--- config.mk ---
export PLATFORM = sky130hd
export DESIGN_NAME = tccs_ctrl
export DESIGN_NICKNAME = d
export VERILOG_FILES = /design/src/hdl/tccs_pkg.sv /design/src/hdl/tccs_ctrl.sv
export SDC_FILE = /design/constraint.sdc
export NUM_CORES = 1
export LEC_CHECK = 0
export ABC_AREA = 0
export BUFFER_PORTS_ARGS = -buffer_cell sky130_fd_sc_hd__buf_2
export CAP_MARGIN = 0
export CORE_AREA = 2 2 39 41
export CTS_CLUSTER_DIAMETER = 80
export DETAILED_ROUTE_END_ITERATION = 16
export DIE_AREA = 0 0 41 43
export PLACE_DENSITY_LB_ADDON = 0.15
export SLEW_MARGIN = 25
export SYNTH_ARGS = -nofsm -noshare
export SYNTH_HDL_FRONTEND = slang
export SYNTH_SLANG_ARGS = --single-unit
--- constraint.sdc ---
create_clock -name clock -period 1.84 [get_ports clock]
set_input_delay 0.092 -clock clock [delete_from_list [all_inputs] [get_ports clock]]
set_output_delay 0.092 -clock clock [all_outputs]
set_load 0.02 [all_outputs]
--- src/hdl/tccs_pkg.sv ---
// ---------------------------------------------------------------------------
// tccs_pkg: shared types and constants of the text console engine
// Operation codes, character codes, cell constants and the command and
// status bundles exchanged between controller and datapath.
// ---------------------------------------------------------------------------
`default_nettype none

package tccs_pkg;

   // default screen geometry
   localparam int DEF_COLUMNS = 80;
   localparam int DEF_ROWS    = 25;

   // payload field widths
   localparam int OP_W    = 2;
   localparam int CHAR_W  = 8;
   localparam int ATTR_W  = 8;
   localparam int RROW_W  = 5;
   localparam int RCOL_W  = 7;
   localparam int CELL_W  = 16;
   localparam int REQ_W   = 32;
   localparam int RSP_W   = 32;

   // operation codes
   localparam logic [OP_W-1:0] OP_PUT   = 2'd0;
   localparam logic [OP_W-1:0] OP_CLEAR = 2'd1;
   localparam logic [OP_W-1:0] OP_READ  = 2'd2;

   // character and cell codes
   localparam logic [CHAR_W-1:0] CH_LF     = 8'h0A;
   localparam logic [CHAR_W-1:0] CH_CR     = 8'h0D;
   localparam logic [CHAR_W-1:0] CH_BS     = 8'h08;
   localparam logic [CHAR_W-1:0] CH_SPACE  = 8'h20;
   localparam logic [ATTR_W-1:0] TEXT_ATTR = 8'h07;
   localparam logic [CELL_W-1:0] BLANK_CELL = {TEXT_ATTR, CH_SPACE};

   // controller to datapath
   typedef struct packed {
      logic capture;   // take the request beat into the item registers
      logic init;      // home cursor, zero scroll base, arm a blank fill
      logic exec;      // carry out the captured operation
      logic sweep;     // write the fill value at the sweep position, advance
      logic load_out;  // load the result register
   } cmd_type;

   // datapath to controller
   typedef struct packed {
      logic [OP_W-1:0] op;        // captured operation
      logic            scroll;    // put operation runs past the last row
      logic            last_col;  // sweep sits on the last column
      logic            last_row;  // sweep sits on the last row
   } status_type;

endpackage

`default_nettype wire

--- src/hdl/tccs_ctrl.sv ---
// ---------------------------------------------------------------------------
// tccs_ctrl: sequencer of the text console engine
// Runs the power-up fill, takes one request at a time, steps the fill and
// row-blank sweeps and hands the result to the output register.
// ---------------------------------------------------------------------------
`default_nettype none

module tccs_ctrl
   import tccs_pkg::*;
(
   input  wire         clock,
   input  wire         reset,
   input  wire         req_tvalid,
   output logic        req_tready,
   input  wire         rsp_tready,
   output logic        rsp_tvalid,
   output cmd_type     cmd,
   input  status_type  status
);

   localparam logic [2:0] S_INIT     = 3'd0;
   localparam logic [2:0] S_INITFILL = 3'd1;
   localparam logic [2:0] S_IDLE     = 3'd2;
   localparam logic [2:0] S_EXEC     = 3'd3;
   localparam logic [2:0] S_FILL     = 3'd4;
   localparam logic [2:0] S_BLANK    = 3'd5;
   localparam logic [2:0] S_FINISH   = 3'd6;

   logic [2:0] state_ff, state_in;
   logic       rsp_valid_ff, rsp_valid_in;
   logic       out_free;

   assign req_tready = (state_ff == S_IDLE);
   assign rsp_tvalid = rsp_valid_ff;
   assign out_free   = !rsp_valid_ff || rsp_tready;

   // decode state into datapath commands and the next state
   always_comb begin
      state_in     = state_ff;
      cmd          = '0;
      rsp_valid_in = rsp_valid_ff && !rsp_tready;
      unique case (state_ff)
         S_INIT: begin
            cmd.init = 1'b1;
            state_in = S_INITFILL;
         end
         S_INITFILL: begin
            cmd.sweep = 1'b1;
            if (status.last_col && status.last_row) begin
               state_in = S_IDLE;
            end
         end
         S_IDLE: begin
            if (req_tvalid) begin
               cmd.capture = 1'b1;
               state_in    = S_EXEC;
            end
         end
         S_EXEC: begin
            cmd.exec = 1'b1;
            if (status.op == OP_CLEAR) begin
               state_in = S_FILL;
            end else if (status.op == OP_PUT && status.scroll) begin
               state_in = S_BLANK;
            end else begin
               state_in = S_FINISH;
            end
         end
         S_FILL: begin
            cmd.sweep = 1'b1;
            if (status.last_col && status.last_row) begin
               state_in = S_FINISH;
            end
         end
         S_BLANK: begin
            cmd.sweep = 1'b1;
            if (status.last_col) begin
               state_in = S_FINISH;
            end
         end
         S_FINISH: begin
            if (out_free) begin
               cmd.load_out = 1'b1;
               rsp_valid_in = 1'b1;
               state_in     = S_IDLE;
            end
         end
         default: begin
            state_in = S_INIT;
         end
      endcase
   end

   // hold state and result valid
   always_ff @(posedge clock) begin
      if (reset) begin
         state_ff     <= S_INIT;
         rsp_valid_ff <= 1'b0;
      end else begin
         state_ff     <= state_in;
         rsp_valid_ff <= rsp_valid_in;
      end
   end

endmodule

`default_nettype wire

Word-level counts from Yosys, hierarchy flattened:

Cells that the tools add are included.

* output and inout port bits: 7
* word-level logic and storage cells: 41
* flip-flop bits (word level): 4
* input port bits: 9

* reduce and logical (&&, ||, !) cells: 10
* equality and inequality tests: 12
* muxes and demuxes: 17

Operators by type and width (count)
* case mux 3 bit (7 select lines): 1
* 2-to-1 mux 3 bit: 5
* inequality test 2 bit (second input constant): 5
* equality test 3 bit (second input constant): 3
* 2-to-1 mux 1 bit: 9
* equality test 3 x 2 -> 1 bit (second input constant): 2
* AND reduction 5 bit: 1
* 2-to-1 mux 2 bit: 2
* equality test 3 x 1 -> 1 bit (second input constant): 1
* logical AND 1 bit: 3
* logical NOT 3 bit: 1
* OR reduction 3 bit: 1
* equality test 2 x 1 -> 1 bit (second input constant): 1
* logical NOT 1 bit: 2
* logical NOT 2 bit: 1
* logical OR 1 bit: 1

Depth between registers and ports, before layout:

Gate-level depths: netlist (run 1).

* depth after elaboration: 5
* mapped depth: 4
* mapped depth without buffers: 3

Worst setup path before layout (run 1):

OpenSTA, ideal clock, no wires.

* path kind: flip-flop to output port
* start: register state_ff[1]
* end: output port cmd[4] (netlist name)
* path slack: 400 ps
* cell stages (with the launch flop): 4
* arrival time: 1348 ps
* path buffers: 0
* cell sequence: dfxtp_1 > inv_2 > nor3_1 > and2_1

RTL lines
* from (decl): line tccs_ctrl.sv:29 `logic [2:0] state_ff, state_in;`
* from (signal assigned): line tccs_ctrl.sv:100 `state_ff <= state_in;`
* to (decl): line tccs_ctrl.sv:17 `output cmd_type cmd,`

==> results by group, run 1 <==
Detailed routing
  – DRT iter0 DRCs: 4
  – Drt first pass iters: 4
  – WL final: 618 µm
  – Mean number of vias per cell: 4.36
  – DR DRC count: 0
  – Wire per inst: roughly 9.7 µm
  – ANT nets after route: 0
  – Via count: 279

Clock tree
  – Worst-Skew Late Latency: between 200 and 250 ps
  – CTS H-tree depth: 1
  – Hold Buf Count CTS: 0
  – PostCTS Resize Cnt: 0
  – Clk root buf: clkbuf_4
  – Num CTS Buffers: 3
  – CTS tree: built
  – Clk slew on worst S/H paths: 40 ps
  – Clock sink count: 4
  – Buffer depth of the longest clock path: 2
  – Post-CTS setup buffers: 0

Worst setup path
  – Setup crit end kind: primary output
  – Critical Path AT: 1440 ps
  – Worst setup SP type: flip-flop
  – Reg-to-reg slack, setup: roughly 650 ps
  – Critical Path Fanout Max: 7
  – FF-to-FF Start: state_ff[1]
  – Critical R2R Capture: state_ff[0]
  – Critical path class: flip-flop to primary output
  – Worst path required time: 1750 ps
  – R2R depth: 3

Min path
  – HP Class: primary input to flip-flop
  – Hold wc startpoint: reset
  – Cell depth of the worst hold path: 2
  – Worst Hold End: rsp_tvalid

Timing
  – Rel. slew slack: between 70% and 80%
  – Final-report setup violation count: 0
  – Peak Freq: 655 MHz
  – Worst hold slack: 48.3 ps
  – Slew at the pin closest to its max-slew limit: roughly 320 ps
  – Final Hold Fails: 0
  – Final period util: between 80% and 90%
  – Minimum clock period: 1530 ps
  – Slew Viols, Final: 0
  – TNS Setup: 0 ps
  – RSZ-0062 raised after global routing: no
  – Clk_skew: 2.65 ps

Logic synthesis
  – Distinct cells, synth: 22
  – Synthesized area: about 260 µm²
  – Syn nets: 40
  – Post-synthesis sequential area ratio: 31.1%
  – Yosys warning count: 0
  – FF+latch count, synth: 4
  – Cells after Synth: 31
  – Syn Area/Cell: 8.31 µm²

Power and ir drop
  – Peak VDD IR: 283 µV
  – Pwr Total: 0.432 mW
  – P_leak: approximately 0.17 nW
  – PD cells: 1190 mW/mm²

Placed design
  – Placed cells: 61
  – GP Congestion: between 0.6 and 0.7
  – I/O Buffers: 15
  – Post-DP HPWL: ~500 µm

Finish
  – Multi-input logic area: 155 µm²
  – Layout Cells excl Fill: 64
  – Area occupied by registers: 80.1 µm²
  – Nets: slightly below 60
  – Share of layout cells above drive strength 1: 45.8%
  – Layout Area Growth over Synthesis: 41.3%
  – Ant. Diodes: 0
  – Filler Cell Count: 160
  – Most frequent cells in the layout: buf_2, dfxtp_1, nor2_1, clkbuf_4
  – Most common cell after layout, fill and taps aside: buf_2
  – Core Util, Final: 26.3%

Global routing
  – First-pass GRT wire length: 952 µm
  – Largest net degree at the start of global routing: 11
  – Overflow after GRT: 0
  – Vias in the first global route: between 200 and 250
  – Antenna violations before repair: 0
  – All-layer global routing usage: 8.43%

Floorplan
  – Die area: 0.00176 mm²
  – Ports: 16
  – Core footprint: 0.00138 mm²
  – Initial Util: 18.6%
  – Row count: 14
  – Die width: just over 40 µm
  – Die Y: around 43 µm

Job
  – Max_cap viols: 0

Run status
  – Status: finished, final reports clean
==> report_power, final <==
| part | total, mW | internal, mW | switching, mW |
|---|---|---|---|
| clock | 0.108 | 0.0729 | 0.0348 |
| combinational | 0.178 | 0.0721 | 0.106 |
| sequential | 0.147 | 0.106 | 0.0404 |
| total | 0.432 | 0.251 | 0.181 |
==> area by class of cell <==
type	count	area share, %
clock buffer	3	6.19
inverter	3	3.09
multi-input combinational	23	42.6
sequential	4	22.0
tap	16	5.50
timing repair buffer	15	20.6
==> metal layers <==
layer,vias up,GRT usage [%],part of all wire [%]
met5,-,0,0
met3,0,3.14,5.8
met1,124,9.94,41
met2,7,10.9,53
li1,148,-,-
met4,0,8.00,0
==> critical path: stages (launching register included) <==
cell and delay (ps):
dfxtp_1 460, inv_2 70, or3_4 400, nor2b_1 110
buf_2 170
==> through the flow <==
step | setup WS, ps | area (µm²)
after CTS | 292 | 364
after global routing | 202 | 364
after global placement | 572 | 342
after detailed placement | 555 | 342
final | 312 | 364
after floorplan | 400 | 258
==> logic make-up (layout without fill, tap and decap cells) <==
| family | after synthesis | count (layout) | synth area share, % |
|---|---|---|---|
| AND/OR/NAND/NOR | 13 | 13 | 28.6 |
| AO/OA/AOI/OAI | 10 | 10 | 31.6 |
| flip-flops | 4 | 4 | 31.1 |
| buffers and inverters | 4 | 21 | 8.74 |
==> Yosys cell counts (all sizes together) <==
cell type / number / area, µm²
dfxtp: 4 / 80.1
a21oi: 3 / 18.8
inv: 3 / 11.3
nor2: 3 / 11.3
nand2: 2 / 7.51
nor3: 2 / 10.0
a211oi: 1 / 12.5
a21o: 1 / 7.51
a32o: 1 / 10.0
and2: 1 / 6.26
buf: 1 / 11.3
nand2b: 1 / 6.26
nor2b: 1 / 6.26
nor4: 1 / 6.26
o21a: 1 / 7.51
o21bai: 1 / 7.51
o311a: 1 / 10.0
o31ai: 1 / 7.51
or3: 1 / 11.3
or3b: 1 / 8.76
==> state kept, by name, summed over array words and instances, names as in the netlist <==
name	flops
rsp_tvalid	1
state_ff	3
==> how the worst max path moves through the flow <==
stage	endpoint	start	slack (ps)
3_3_place_gp	cmd[0]	state_ff[1]	570
4_1_cts	cmd[0]	state_ff[1]	290
3_5_place_dp	cmd[0]	state_ff[1]	550
5_1_grt	cmd[0]	state_ff[1]	200
2_1_floorplan	cmd[4]	state_ff[1]	400
6_report	cmd[0]	state_ff[1]	310
Power figures use the tool's default switching activity.
==> inputs of run 2 (changes only) <==
==> constraint.sdc (replaced) <==
create_clock -name clock -period 1.4 [get_ports clock]
set_input_delay 0.07 -clock clock [delete_from_list [all_inputs] [get_ports clock]]
set_output_delay 0.07 -clock clock [all_outputs]
set_load 0.02 [all_outputs]
==> run 2 against run 1 <==
  * Sequential power is 26% higher
  * First-iteration DRC count down 75%
  * Critical endpoint unchanged
  * Register-to-register slack lost 330 ps
==> results by group, run 2 (synthesized netlist as in run 1, its figures left out) <==
Finish
  – Layout Area Growth over Synthesis: 53.9%
  – Most common cell after layout, fill and taps aside: buf_2
  – Nets: 60
  – Max reg flops: 3
  – Biggest register: state_ff
  – Share of layout cells above drive strength 1: 57.1%
  – Ant. Diodes: 0
  – Most frequent cells in the layout: buf_2, nor2_1, clkbuf_4
  – Layout Cells excl Fill: 65
  – Design area: 397 µm²

Timing
  – Slew Viols, Final: 0
  – RSZ-0062 raised after global routing: no
  – Slew at the pin closest to its max-slew limit: 276 ps
  – Worst hold slack: 28.8 ps
  – Peak Freq: 749 MHz
  – TNS Setup: 0 ps
  – Minimum clock period: 1330 ps
  – Clk_skew: 0.340 ps
  – Final-report setup violation count: 0
  – Final Hold Fails: 0
  – Final period util: 95.3%
  – Rel. slew slack: between 80% and 90%

Global routing
  – First-pass GRT wire length: 993 µm
  – All-layer global routing usage: 8.42%
  – Overflow after GRT: 0
  – Largest net degree at the start of global routing: 11
  – Antenna violations before repair: 0
  – Vias in the first global route: roughly 270

Detailed routing
  – DR DRC count: 0
  – WL final: between 600 and 700 µm
  – Via count: 287
  – ANT nets after route: 0
  – Wire per inst: approximately 10 µm
  – Drt first pass iters: 4
  – DRT iter0 DRCs: 1
  – Mean number of vias per cell: 4.42

Placed design
  – Placed cells: 62
  – Post-DP HPWL: 523 µm
  – I/O Buffers: 15
  – Placed Area: 354 µm²
  – GP Congestion: roughly 0.66

Min path
  – Hold wc startpoint: reset
  – HP Class: primary input to flip-flop

Power and ir drop
  – PD cells: 1520 mW/mm²
  – P_leak: 0.186 nW
  – Pwr Total: 0.603 mW
  – Peak VDD IR: 415 µV

Clock tree
  – Buffer depth of the longest clock path: 2
  – Clk root buf: clkbuf_4
  – Worst-Skew Late Latency: 230 ps
  – Post-CTS setup buffers: 0
  – CTS H-tree depth: 1
  – Num CTS Buffers: 3
  – Clock sink count: 4
  – CTS tree: built
  – Clk slew on worst S/H paths: 40 ps

Worst setup path
  – Worst path required time: 1330 ps
  – Cell chain of the critical path: inv_1, or3_4, nor2b_4, buf_6
  – Worst setup SP type: flip-flop
  – Slowest-stage cell, CP: dfxtp_4
  – Critical path class: flip-flop to primary output
  – Max stage delay on crit path: roughly 370 ps
  – Critical Path AT: between 1000 and 1500 ps
  – FF-to-FF Start: state_ff[0]
  – Setup crit end kind: primary output
  – Critical Path Fanout Max: 6
  – Worst Setup SP: state_ff[2]

Floorplan
  – Core footprint: 0.00138 mm²
  – Die area: 0.00176 mm²
  – Initial Util: 18.6%
  – Die width: 41 µm
  – Ports: 16
  – Row count: 14
  – Die Y: 43 µm

Job
  – Max_cap viols: 0

Run status
  – Status: finished, final reports clean
## run 2: changes by cell type in the layout (fill, tap and decap cells not counted)
cell / delta
dfxtp_1: -3
nor3_1: -1
buf_2: -1
buf_4: +1
buf_6: +1
dfxtp_4: +1
nor3_2: +1
nor2b_4: +1
nor2b_1: -1
dfxtp_2: +2
## run 2: per-stage QoR
step / setup slack (ps) / util (%)
after floorplan: 135 / -
after global placement: 200 / 25.6
after detailed placement: 192 / 25.6
after CTS: 7.76 / 27.3
after global routing: 21.5 / 28.7
final: 65.5 / 28.7
## run 2: final cells by class
class                      instances  area, µm²
fill                             159        987
multi-input combinational         23        168
sequential                         4       86.3
timing repair buffer              16       88.8
inverter                           3       11.3
clock buffer                       3       22.5
tap                               16       20.0
## run 2: critical path, delay by kind of cell (launching register included)
family | cells | cell delay (ps)
AND/OR/NAND/NOR | 2 | 480
flip-flops | 1 | 370
buffers and inverters | 2 | 190
## run 2: report_power, final
group	total (mW)	internal, mW	switching [mW]
clock network	0.141	0.0958	0.0455
logic	0.276	0.112	0.164
registers	0.185	0.146	0.0396
total	0.603	0.354	0.249
## run 2: what timing repair did
item                       CTS  global route
pin swaps                    0             0
hold buffers                 0             0
gates resized for setup      1             7
setup endpoints to repair    1             1
## run 2: final timing paths
check | to | slack [ps] | cells after the start
min reg2reg | rsp_tvalid | 510 | 2
max | cmd[0] | 70 | 4
max reg2reg | state_ff[2] | 320 | 3
min | rsp_tvalid | 30 | 2
## run 2: metal layers
metal  vias up  wire length [µm]  global-route usage (%)
met5         -                 0                       0
met4         0                 0                    6.00
met3         0                32                    3.14
met2         5               332                    12.2
met1       132               270                    9.58
li1        150                 -                       -
==> inputs of run 3 (changes only) <==
--- a/config.mk
+++ b/config.mk
@@ -8,11 +8,12 @@
 export ABC_AREA = 0
 export BUFFER_PORTS_ARGS = -buffer_cell sky130_fd_sc_hd__buf_2
 export CAP_MARGIN = 0
-export CORE_AREA = 2 2 39 41
+export CELL_PAD_IN_SITES_DETAIL_PLACEMENT = 0
+export CELL_PAD_IN_SITES_GLOBAL_PLACEMENT = 2
+export CORE_UTILIZATION = 17
 export CTS_CLUSTER_DIAMETER = 80
 export DETAILED_ROUTE_END_ITERATION = 16
-export DIE_AREA = 0 0 41 43
-export PLACE_DENSITY_LB_ADDON = 0.15
+export PLACE_DENSITY_LB_ADDON = 0.2
 export SLEW_MARGIN = 25
 export SYNTH_ARGS = -nofsm -noshare
 export SYNTH_HDL_FRONTEND = slang
==> run 3 against run 2 <==
  * Combinational power about the same
  * Largest power group unchanged
  * Clock-buffer cell count stayed put
  * Non-clock buffer count did not move
  * Global-route usage grew 2.9 points
  * Final cell count decreased by 1.5%
==> results by group, run 3 (synthesized netlist as in run 1, its figures left out) <==
Floorplan
  – Die width: between 40 and 50 µm
  – Core footprint: 0.00135 mm²
  – Die Y: 40.9 µm
  – Ports: 16
  – Initial Util: approximately a fifth
  – Die area: between 0.0015 and 0.002 mm²
  – Row count: 13

Power and ir drop
  – Sw Pwr: 0.255 mW
  – Clock power share: 23.7%
  – Sw Ratio: about two fifths
  – Combinational Power Share: 45.6%
  – Int Pwr: 0.353 mW
  – Seq pwr share: just over 30%
  – PD cells: 1580 mW/mm²
  – Peak VDD IR: 792 µV
  – P_leak: around 0.18 nW

Detailed routing
  – Mean number of vias per cell: 4.44
  – DRT iter0 DRCs: 5
  – Wire per inst: 11.3 µm
  – DR DRC count: 0
  – ANT nets after route: 0
  – Via count: 284
  – WL final: 724 µm
  – Drt first pass iters: 2

Timing
  – Final-report setup violation count: 0
  – Final Hold Fails: 0
  – Final period util: 94.3%
  – Final worst setup slack: 80.4 ps
  – Minimum clock period: roughly 1300 ps
  – Peak Freq: 758 MHz
  – Clk_skew: ~7.4 ps
  – Slew at the pin closest to its max-slew limit: around 250 ps
  – RSZ-0062 raised after global routing: no
  – Slew Viols, Final: 0
  – TNS Setup: 0 ps
  – Rel. slew slack: 83.3%

Clock tree
  – Clk slew on worst S/H paths: 40 ps
  – Hold Buf Count CTS: 0
  – Post-CTS setup buffers: 0
  – Clk root buf: clkbuf_4
  – CTS H-tree depth: 1
  – Worst-Skew Late Latency: 240 ps
  – Clock sink count: 4
  – Num CTS Buffers: 3
  – Buffer depth of the longest clock path: 2
  – CTS tree: built

Worst setup path
  – Critical R2R Capture: state_ff[0]
  – Setup crit end kind: primary output
  – Critical Path AT: 1250 ps
  – Top delay family on crit path: simple AND/OR/NAND/NOR gates
  – Critical path depth: 4
  – Max stage delay on crit path: around 370 ps
  – Slowest-stage cell, CP: dfxtp_4
  – Critical Path Fanout Max: 6
  – FF-to-FF Start: state_ff[2]
  – Reg-to-reg slack, setup: 310 ps
  – R2R depth: 3
  – Worst path required time: 1330 ps
  – Critical path class: flip-flop to primary output
  – Cell chain of the critical path: inv_2, or3_4, nor2b_1, buf_4
  – Worst Setup SP: state_ff[2]
  – Critical path endpoint: cmd[0]
  – Buffers & Inverters on Critical Path: 2
  – Worst setup SP type: flip-flop

Global routing
  – Largest net degree at the start of global routing: 11
  – GRT met3 Usage: 6.52%
  – Antenna violations before repair: 0
  – All-layer global routing usage: a little under an eighth
  – Vias in the first global route: 295
  – First-pass GRT wire length: 1200 µm
  – Grt met1 use: 13.4%
  – Met2 GRT Util: 17.6%
  – Overflow after GRT: 0
  – GR peak layer: met2

Finish
  – Layout Cells excl Fill: 64
  – Layout Area Growth over Synthesis: 49.0%
  – Most common cell after layout, fill and taps aside: buf_2
  – Nets: 60
  – Filler Cell Count: 154
  – Share of layout cells above drive strength 1: a little under three fifths
  – Max reg flops: 3
  – Most frequent cells in the layout: buf_2, nor2_1, clkbuf_4
  – Biggest register: state_ff
  – Ant. Diodes: 0

Placed design
  – GP Congestion: between 0.6 and 0.7
  – Post-DP HPWL: 565 µm
  – Pre-CTS WS: between 200 and 250 ps
  – I/O Buffers: 15
  – Placed cells: 61

Run status
  – Status: finished, final reports clean

Min path
  – HP Class: primary input to flip-flop

Job
  – Max_cap viols: 0
==> run 3: final cells by class <==
cell class                      instances  area (µm²)  area share, %
Multi-Input combinational cell         23         160           41.7
Sequential cell                         4        86.3           22.5
Timing Repair Buffer                   16        85.1           22.1
Clock buffer                            3        22.5           5.86
Tap cell                               15        18.8           4.89
Inverter                                3        11.3           2.93
==> run 3: repair_timing <==
action                                 4_1_cts  5_1_grt
endpoints found under the hold margin        0        0
gates resized for setup                      1        5
pin swaps                                    0        0
setup endpoints to repair                    1        1
==> run 3: worst register-to-register path: cells and delay by family, from the launching register on <==
kind,cells,cell delay (ps)
compound gates,3,670
flops,1,360
==> run 3: power by group through the flow <==
stage / sequential [mW] / clock [mW] / combinational [mW]
3_5_place_dp: 0.181 / 0 / 0.278
2_1_floorplan: 0.168 / 0 / 0.209
6_report: 0.187 / 0.144 / 0.277
5_1_grt: 0.193 / 0.165 / 0.303
4_1_cts: 0.180 / 0.151 / 0.279
3_3_place_gp: 0.182 / 0 / 0.283
==> run 3: through the flow <==
stage / utilization [%] / total power [mW] / instance area [µm²] / hold WS [ps]
2_1_floorplan: - / 0.376 / 263 / 132
3_3_place_gp: 26.1 / 0.465 / 353 / 275
3_5_place_dp: 26.1 / 0.459 / 353 / 271
4_1_cts: 27.9 / 0.610 / 377 / 17.8
5_1_grt: 28.5 / 0.661 / 384 / 29.0
6_report: 28.5 / 0.607 / 384 / 26.5
==> run 3: worst min path at each step <==
stage	start	endpoint	slack [ps]	cells past startpoint
floorplan	reset	rsp_tvalid	130	1
global placement	reset	rsp_tvalid	270	2
detailed placement	reset	rsp_tvalid	270	2
CTS	reset	rsp_tvalid	20	2
global route	reset	rsp_tvalid	30	2
finish	reset	rsp_tvalid	30	2
==> run 3: metal layers <==
layer / routed length, µm / vias to the layer above
met4: 0 / 0
met2: 355 / 7
li1: - / 150
met3: 33 / 0
met1: 334 / 127
met5: 0 / -
